**config.mk**
```make
export PLATFORM = sky130hd
export DESIGN_NAME = chip8_control_flow_unit_core
export DESIGN_NICKNAME = d
export VERILOG_FILES = /design/src/rtl/c8cfu_pkg.sv /design/src/rtl/c8cfu_stack_ram.sv /design/src/rtl/c8cfu_exec.sv /design/src/rtl/chip8_control_flow_unit_core.sv
export SDC_FILE = /design/constraint.sdc
export NUM_CORES = 1
export LEC_CHECK = 0
export BUFFER_PORTS_ARGS = -buffer_cell sky130_fd_sc_hd__buf_2
export CORE_ASPECT_RATIO = 1.75
export CORE_MARGIN = 10
export CORE_UTILIZATION = 29
export CTS_CLUSTER_DIAMETER = 80
export CTS_CLUSTER_SIZE = 24
export DETAILED_ROUTE_END_ITERATION = 7
export GPL_TIMING_DRIVEN = 1
export MAX_ROUTING_LAYER = met4
export PLACE_DENSITY = 0.42
export RECOVER_POWER = 100
export SYNTH_ARGS = -nofsm -noshare
export SYNTH_HDL_FRONTEND = slang
export SYNTH_HIERARCHICAL = 1
export SYNTH_SLANG_ARGS = --single-unit
```
**constraint.sdc**
```tcl
create_clock -name clk_i -period 9.8 [get_ports clk_i]
set_input_delay 2.94 -clock clk_i [delete_from_list [all_inputs] [get_ports clk_i]]
set_output_delay 2.94 -clock clk_i [all_outputs]
set_load 0.005 [all_outputs]
```
**src/rtl/c8cfu_pkg.sv**
```systemverilog
// Shared types and constants for the CHIP-8 control-flow unit.
// This file depends on nothing. Every other RTL file but c8cfu_stack_ram imports it.
`default_nettype none

package c8cfu_pkg;

  localparam int unsigned AddrW = 12;

  localparam logic [AddrW-1:0] PcReset  = 12'h200;
  localparam logic [AddrW-1:0] PcStep   = 12'd2;
  localparam logic [AddrW-1:0] PcSkip   = 12'd4;
  localparam logic [15:0]      OpRet    = 16'h00EE;

  localparam logic [3:0] GrpSys  = 4'h0;
  localparam logic [3:0] GrpJp   = 4'h1;
  localparam logic [3:0] GrpCall = 4'h2;
  localparam logic [3:0] GrpSei  = 4'h3;
  localparam logic [3:0] GrpSnei = 4'h4;
  localparam logic [3:0] GrpSer  = 4'h5;
  localparam logic [3:0] GrpSner = 4'h9;
  localparam logic [3:0] GrpLdi  = 4'hA;
  localparam logic [3:0] GrpJpv0 = 4'hB;
  localparam logic [3:0] GrpRnd  = 4'hC;

  typedef enum logic [1:0] {
    StOk        = 2'd0,
    StUnhandled = 2'd1,
    StOverflow  = 2'd2,
    StUnderflow = 2'd3
  } status_e;

  typedef struct packed {
    logic [15:0] opcode;
    logic [7:0]  vx_value;
    logic [7:0]  vy_value;
    logic [7:0]  v0_value;
    logic [7:0]  random_byte;
  } in_req_t;

  typedef struct packed {
    logic [AddrW-1:0] next_pc;
    logic [AddrW-1:0] index_out;
    logic             reg_write;
    logic [3:0]       reg_index;
    logic [7:0]       reg_value;
    status_e          status;
  } out_rsp_t;

  typedef struct packed {
    logic push;
    logic pop;
    logic overflow;
    logic underflow;
  } stack_op_t;

endpackage

`default_nettype wire

```
**src/rtl/c8cfu_stack_ram.sv**
```systemverilog
// Return stack storage: one write port, one registered read port.
// Depends on nothing beyond its parameters.
`default_nettype none

module c8cfu_stack_ram #(
  parameter int unsigned Depth = 16,
  parameter int unsigned AW    = 4,
  parameter int unsigned DW    = 12
) (
  input  wire logic          clk_i,
  input  wire logic          we_i,
  input  wire logic [AW-1:0] waddr_i,
  input  wire logic [DW-1:0] wdata_i,
  input  wire logic          re_i,
  input  wire logic [AW-1:0] raddr_i,
  output logic      [DW-1:0] rdata_o
);

  logic [DW-1:0] mem_q [Depth];
  logic [DW-1:0] rdata_q;

  always_ff @(posedge clk_i) begin
    if (we_i) begin
      mem_q[waddr_i] <= wdata_i;
    end
  end

  always_ff @(posedge clk_i) begin
    if (re_i) begin
      rdata_q <= mem_q[raddr_i];
    end
  end

  assign rdata_o = rdata_q;

endmodule

`default_nettype wire

```
**src/rtl/c8cfu_exec.sv**
```systemverilog
// Execute stage: holds PC and I, resolves each request and registers the result.
// Depends on c8cfu_pkg.
`default_nettype none

module c8cfu_exec (
  input  wire logic                         clk_i,
  input  wire logic                         rst_ni,
  input  wire logic                         req_valid_i,
  input  wire c8cfu_pkg::in_req_t           req_i,
  input  wire c8cfu_pkg::stack_op_t         stk_i,
  input  wire logic [c8cfu_pkg::AddrW-1:0]  top_i,
  output logic                              fire_o,
  output logic                              wr_en_o,
  output logic      [c8cfu_pkg::AddrW-1:0]  wr_data_o,
  output logic                              out_valid_o,
  input  wire logic                         out_stall_i,
  output c8cfu_pkg::out_rsp_t               out_rsp_o
);

  import c8cfu_pkg::*;

  logic [AddrW-1:0] pc_q, pc_d;
  logic [AddrW-1:0] idx_q, idx_d;
  logic             out_valid_q, out_valid_d;
  out_rsp_t         out_q, out_d;

  logic [AddrW-1:0] seq_pc, skip_pc, nnn;
  logic [3:0]       grp;
  logic [7:0]       kk;
  logic             vx_eq_kk, vx_eq_vy, n_zero;

  assign fire_o    = req_valid_i && (!out_valid_q || !out_stall_i);
  assign seq_pc    = pc_q + PcStep;
  assign skip_pc   = pc_q + PcSkip;
  assign grp       = req_i.opcode[15:12];
  assign nnn       = req_i.opcode[11:0];
  assign kk        = req_i.opcode[7:0];
  assign vx_eq_kk  = (req_i.vx_value == kk);
  assign vx_eq_vy  = (req_i.vx_value == req_i.vy_value);
  assign n_zero    = (req_i.opcode[3:0] == 4'd0);
  assign wr_en_o   = fire_o && stk_i.push;
  assign wr_data_o = seq_pc;

  always_comb begin
    pc_d  = seq_pc;
    idx_d = idx_q;
    out_d = '0;
    out_d.status = StOk;
    case (grp)
      GrpSys: begin
        if (req_i.opcode == OpRet) begin
          if (stk_i.underflow) begin
            pc_d = pc_q;
            out_d.status = StUnderflow;
          end else begin
            pc_d = top_i;
          end
        end else begin
          out_d.status = StUnhandled;
        end
      end
      GrpJp:   pc_d = nnn;
      GrpCall: begin
        if (stk_i.overflow) begin
          pc_d = pc_q;
          out_d.status = StOverflow;
        end else begin
          pc_d = nnn;
        end
      end
      GrpSei:  pc_d = vx_eq_kk ? skip_pc : seq_pc;
      GrpSnei: pc_d = vx_eq_kk ? seq_pc : skip_pc;
      GrpSer: begin
        if (n_zero) begin
          pc_d = vx_eq_vy ? skip_pc : seq_pc;
        end else begin
          out_d.status = StUnhandled;
        end
      end
      GrpSner: begin
        if (n_zero) begin
          pc_d = vx_eq_vy ? seq_pc : skip_pc;
        end else begin
          out_d.status = StUnhandled;
        end
      end
      GrpLdi:  idx_d = nnn;
      GrpJpv0: pc_d = nnn + {4'd0, req_i.v0_value};
      GrpRnd: begin
        out_d.reg_write = 1'b1;
        out_d.reg_index = req_i.opcode[11:8];
        out_d.reg_value = req_i.random_byte & kk;
      end
      default: out_d.status = StUnhandled;
    endcase
    out_d.next_pc   = pc_d;
    out_d.index_out = idx_d;
  end

  always_comb begin
    out_valid_d = out_valid_q;
    if (fire_o) begin
      out_valid_d = 1'b1;
    end else if (!out_stall_i) begin
      out_valid_d = 1'b0;
    end
  end

  always_ff @(posedge clk_i or negedge rst_ni) begin
    if (!rst_ni) begin
      pc_q        <= PcReset;
      idx_q       <= '0;
      out_valid_q <= 1'b0;
    end else begin
      out_valid_q <= out_valid_d;
      if (fire_o) begin
        pc_q  <= pc_d;
        idx_q <= idx_d;
      end
    end
  end

  always_ff @(posedge clk_i) begin
    if (fire_o) begin
      out_q <= out_d;
    end
  end

  assign out_valid_o = out_valid_q;
  assign out_rsp_o   = out_q;

endmodule

`default_nettype wire

```
**src/rtl/chip8_control_flow_unit_core.sv**
```systemverilog
// Top level of the CHIP-8 control-flow unit: stack pointer, stack RAM, execute stage.
// Depends on c8cfu_pkg, c8cfu_stack_ram and c8cfu_exec.
//
// Executes one CHIP-8 control-flow, LD I or RND instruction per request and returns one
// result per request: next PC, I, an optional register write from RND, and a status
// code. A new request can be taken every cycle while the output is not stalled. The
// request is registered into the execute stage, and its result is loaded into the
// output register when the execute stage fires. A stalled output holds the request in
// the execute stage and stalls the input in the same cycle. The return stack RAM has a
// single registered read port: the stack pointer moves at acceptance, the top entry is
// read then, and a CALL still in the execute stage is forwarded to a RET right behind
// it. The stack needs no clearing after reset; only pushed entries are ever popped.
`default_nettype none

module chip8_control_flow_unit_core #(
  parameter int unsigned STACK_DEPTH = 16
) (
  input  wire logic                clk_i,
  input  wire logic                rst_ni,
  input  wire logic                in_valid_i,
  output logic                     in_stall_o,
  input  wire c8cfu_pkg::in_req_t  in_req_i,
  output logic                     out_valid_o,
  input  wire logic                out_stall_i,
  output c8cfu_pkg::out_rsp_t      out_rsp_o
);

  import c8cfu_pkg::*;

  localparam int unsigned SpW = $clog2(STACK_DEPTH + 1);
  localparam int unsigned AW  = $clog2(STACK_DEPTH);
  localparam logic [SpW-1:0] SpFull = SpW'(STACK_DEPTH);

  logic [SpW-1:0]   sp_q, sp_d;
  logic             s2_valid_q, s2_valid_d;
  in_req_t          s2_req_q;
  stack_op_t        s2_stk_q, stk_d;
  logic [AW-1:0]    s2_waddr_q;
  logic             fwd_hit_q;
  logic [AddrW-1:0] fwd_data_q;

  logic             in_accept, s2_fire;
  logic             is_ret, is_call;
  logic [AW-1:0]    raddr;
  logic [SpW-1:0]   sp_dec;
  logic             wr_en;
  logic [AddrW-1:0] wr_data, rdata, top_val;

  assign in_stall_o = s2_valid_q && !s2_fire;
  assign in_accept  = in_valid_i && !in_stall_o;

  assign is_ret  = (in_req_i.opcode == OpRet);
  assign is_call = (in_req_i.opcode[15:12] == GrpCall);
  assign sp_dec  = sp_q - SpW'(1);
  assign raddr   = sp_dec[AW-1:0];

  always_comb begin
    stk_d.push      = is_call && (sp_q < SpFull);
    stk_d.overflow  = is_call && !(sp_q < SpFull);
    stk_d.pop       = is_ret && (sp_q != '0);
    stk_d.underflow = is_ret && (sp_q == '0);
    sp_d = sp_q;
    if (stk_d.push) begin
      sp_d = sp_q + SpW'(1);
    end else if (stk_d.pop) begin
      sp_d = sp_dec;
    end
  end

  always_comb begin
    s2_valid_d = s2_valid_q;
    if (in_accept) begin
      s2_valid_d = 1'b1;
    end else if (s2_fire) begin
      s2_valid_d = 1'b0;
    end
  end

  always_ff @(posedge clk_i or negedge rst_ni) begin
    if (!rst_ni) begin
      sp_q       <= '0;
      s2_valid_q <= 1'b0;
    end else begin
      s2_valid_q <= s2_valid_d;
      if (in_accept) begin
        sp_q <= sp_d;
      end
    end
  end

  always_ff @(posedge clk_i) begin
    if (in_accept) begin
      s2_req_q   <= in_req_i;
      s2_stk_q   <= stk_d;
      s2_waddr_q <= sp_q[AW-1:0];
      fwd_hit_q  <= wr_en && (s2_waddr_q == raddr);
      fwd_data_q <= wr_data;
    end
  end

  c8cfu_stack_ram #(
    .Depth (STACK_DEPTH),
    .AW    (AW),
    .DW    (AddrW)
  ) u_stack_ram (
    .clk_i   (clk_i),
    .we_i    (wr_en),
    .waddr_i (s2_waddr_q),
    .wdata_i (wr_data),
    .re_i    (in_accept),
    .raddr_i (raddr),
    .rdata_o (rdata)
  );

  assign top_val = fwd_hit_q ? fwd_data_q : rdata;

  c8cfu_exec u_exec (
    .clk_i       (clk_i),
    .rst_ni      (rst_ni),
    .req_valid_i (s2_valid_q),
    .req_i       (s2_req_q),
    .stk_i       (s2_stk_q),
    .top_i       (top_val),
    .fire_o      (s2_fire),
    .wr_en_o     (wr_en),
    .wr_data_o   (wr_data),
    .out_valid_o (out_valid_o),
    .out_stall_i (out_stall_i),
    .out_rsp_o   (out_rsp_o)
  );

  a_sp_bound: assert property (@(posedge clk_i) disable iff (!rst_ni)
    sp_q <= SpFull)
    else $error("stack pointer beyond depth");

  a_push_moves_sp: assert property (@(posedge clk_i) disable iff (!rst_ni)
    in_accept && stk_d.push |=> sp_q == $past(sp_q) + SpW'(1))
    else $error("push did not advance stack pointer");

  a_write_only_push: assert property (@(posedge clk_i) disable iff (!rst_ni)
    wr_en |-> s2_valid_q && s2_stk_q.push && !s2_stk_q.overflow)
    else $error("stack write without a valid push");

  a_result_follows: assert property (@(posedge clk_i) disable iff (!rst_ni)
    s2_fire |=> out_valid_o)
    else $error("executed request produced no result");

endmodule

`default_nettype wire
```
==> qor.yml <==
routing:
  wl_per_cell_um: 22.9
  wl_um: 39200
  drt-initial-drc-count: 510
  final_antenna_net_count: 0
  vias_per_cell: 4.85
  drt_pass1_iterations: 5
  drc_errors: 0
  vias: 8310
global_routing:
  grt_overflow: 0
  grt_pass1_wl_um: 59100
  grt_pass1_vias: 8850
  grt_max_degree: 61
  grtUsageTotal: 0.132
  antenna_found_initial: 0
clocking:
  clock_path_buffers: 3
  clk_latency_ps: 530
  cts_tree: "done"
  post_cts_resized: 0
  clock-sinks: 342
  cts_htree_levels: 1
  post_cts_buffers: 0
  cts_made_buffers: 18
  clk_pin_slew_ps: 90
  cts-root-buf: "clkbuf_16"
  holdBufCountCts: 0
critical_path:
  cp.arrival_ps: 5110
  worst-path-buf-inv: 5
  worstSetupPathType: "in -> out"
  critical_path.max_stage_delay_ps: 960
  cp_slowest_cell: "clkbuf_1"
  worstSetupStartpointType: "input port"
  critPathMaxFanout: 21
  end_kind: "output port"
  crit_chain: "buf_2, nand2_1, nand2_1, clkbuf_1, inv_1, nand2b_1, inv_1, clkbuf_1"
  crit_family: "buffers and inverters"
  required_ps: 6860
sta:
  layout_setup_ws_ps: 1750
  finalHoldViolations: 0
  tightest_slew_ps: 3290
  max_freq_mhz: 124
  min_period_ps: 8050
  fin_setup_tns_ps: 0
  relSlewSlack: -1.19
  finalSetupViolations: 0
  fin_worst_skew_ps: 10.7
  rsz0062_at_grt: "false"
  maxSlewViolCount: 203
  fin_hold_ws_ps: 476
  min_period_over_period: 0.821
pwr:
  ir_drop_uv: 98.9
  power_density_mw_per_mm2: 240
  p_leak_uw: 0.00542
placed_design:
  dp_slack_ps: 2800
  io_buffers: 92
  dp_hpwl_um: 28600
  place_congestion: 0.865
cells_and_area:
  final_common_cell: "edfxtp_1"
  n_antenna_cell: 0
  drive_above_1_share: 0.116
  syn2layout_area_growth_pct: 11.1
  finalNetCount: 1103
  layout_common_cells: "edfxtp_1, nand2_1, clkbuf_1, nor2_1, mux4_2"
floorplan:
  core_mm2: 0.0505
  row_count: 109
  io_pins: 93
  die_width_um: 191
  die_y_um: 318
  die-area_mm2: 0.0607
  initial_core_util: 0.293
logic_synthesis:
  yosys_warnings: 6
  netlist_instances: 943
  syn_area_mm2: 0.0148
  syn_nets: 1008
  syn_avg_cell_area_um2: 15.7
outcome:
  status: "complete, but fails checks"
  violations: "max-capacitance violations, max-slew violations"
hold_path:
  hold_path_class: "reg -> reg"
run:
  drv_cap: 5
## sequential cells by signal (all words and copies together) (netlist names), 4 cells and up
name / flops
u_stack_ram/mem_q: 192
s2_req_q: 48
u_exec/out_rsp_o: 39
fwd_data_q: 12
u_exec/idx_q: 12
u_exec/pc_q: 12
u_stack_ram/rdata_o: 12
sp_q: 5
s2_waddr_q: 4
## area by class of cell
cell class	count	area (um2)
fillers	5033	34100
flip-flops and latches	342	10100
multi-input cells	535	4350
well taps	666	833
clock buffers	25	498
repair buffers	117	494
inverters	24	91.3
clock inverters	3	21.3
## worst min-delay path: cells and delay by family (launching register included)
family	cells	cell delay [ps]
flip-flops	1	350
AND/OR/NAND/NOR	2	100
## power by group
part	internal [uW]	switching [uW]
Sequential	1940	134
Combinational	407	627
Clock	362	460
## layer usage
| metal | part of all wire | wire (um) | vias up | global-route usage |
|---|---|---|---|---|
| li1 | - | - | 3861 | - |
| met1 | 0.35 | 13700 | 4221 | 0.127 |
| met2 | 0.58 | 22700 | 172 | 0.256 |
| met3 | 0.031 | 1220 | 56 | 0.0169 |
| met4 | 0.041 | 1610 | 0 | 0.0527 |
| met5 | 0 | 0 | - | - |
## through the flow
| step | util | instance area, um2 | std cells | power [uW] |
|---|---|---|---|---|
| after floorplan | - | 14800 | 943 | 2790 |
| after global placement | 0.318 | 16100 | 1684 | 3160 |
| after detailed placement | 0.318 | 16100 | 1684 | 3170 |
| after CTS | 0.329 | 16600 | 1712 | 4000 |
| after global routing | 0.325 | 16400 | 1712 | 4170 |
| final | 0.325 | 16400 | 1712 | 3930 |
## worst paths after layout
path	depth (start not counted)	to	slack, ps	startpoint
max reg2reg	8	s2_req_q[2]$_DFFE_PP_	4360	u_exec/out_valid_o$_DFFE_PN0P_
min	2	u_exec/idx_q[11]$_DFFE_PN0P_	480	u_exec/idx_q[11]$_DFFE_PN0P_
max in group asynchronous	1	u_exec/idx_q[9]$_DFFE_PN0P_	5390	rst_ni
min reg2reg	2	u_exec/idx_q[11]$_DFFE_PN0P_	480	u_exec/idx_q[11]$_DFFE_PN0P_
min in group asynchronous	1	s2_valid_q$_DFFE_PN0P_	3090	rst_ni
max	8	in_stall_o	1750	out_stall_i
(Power assumes the default switching activity.)
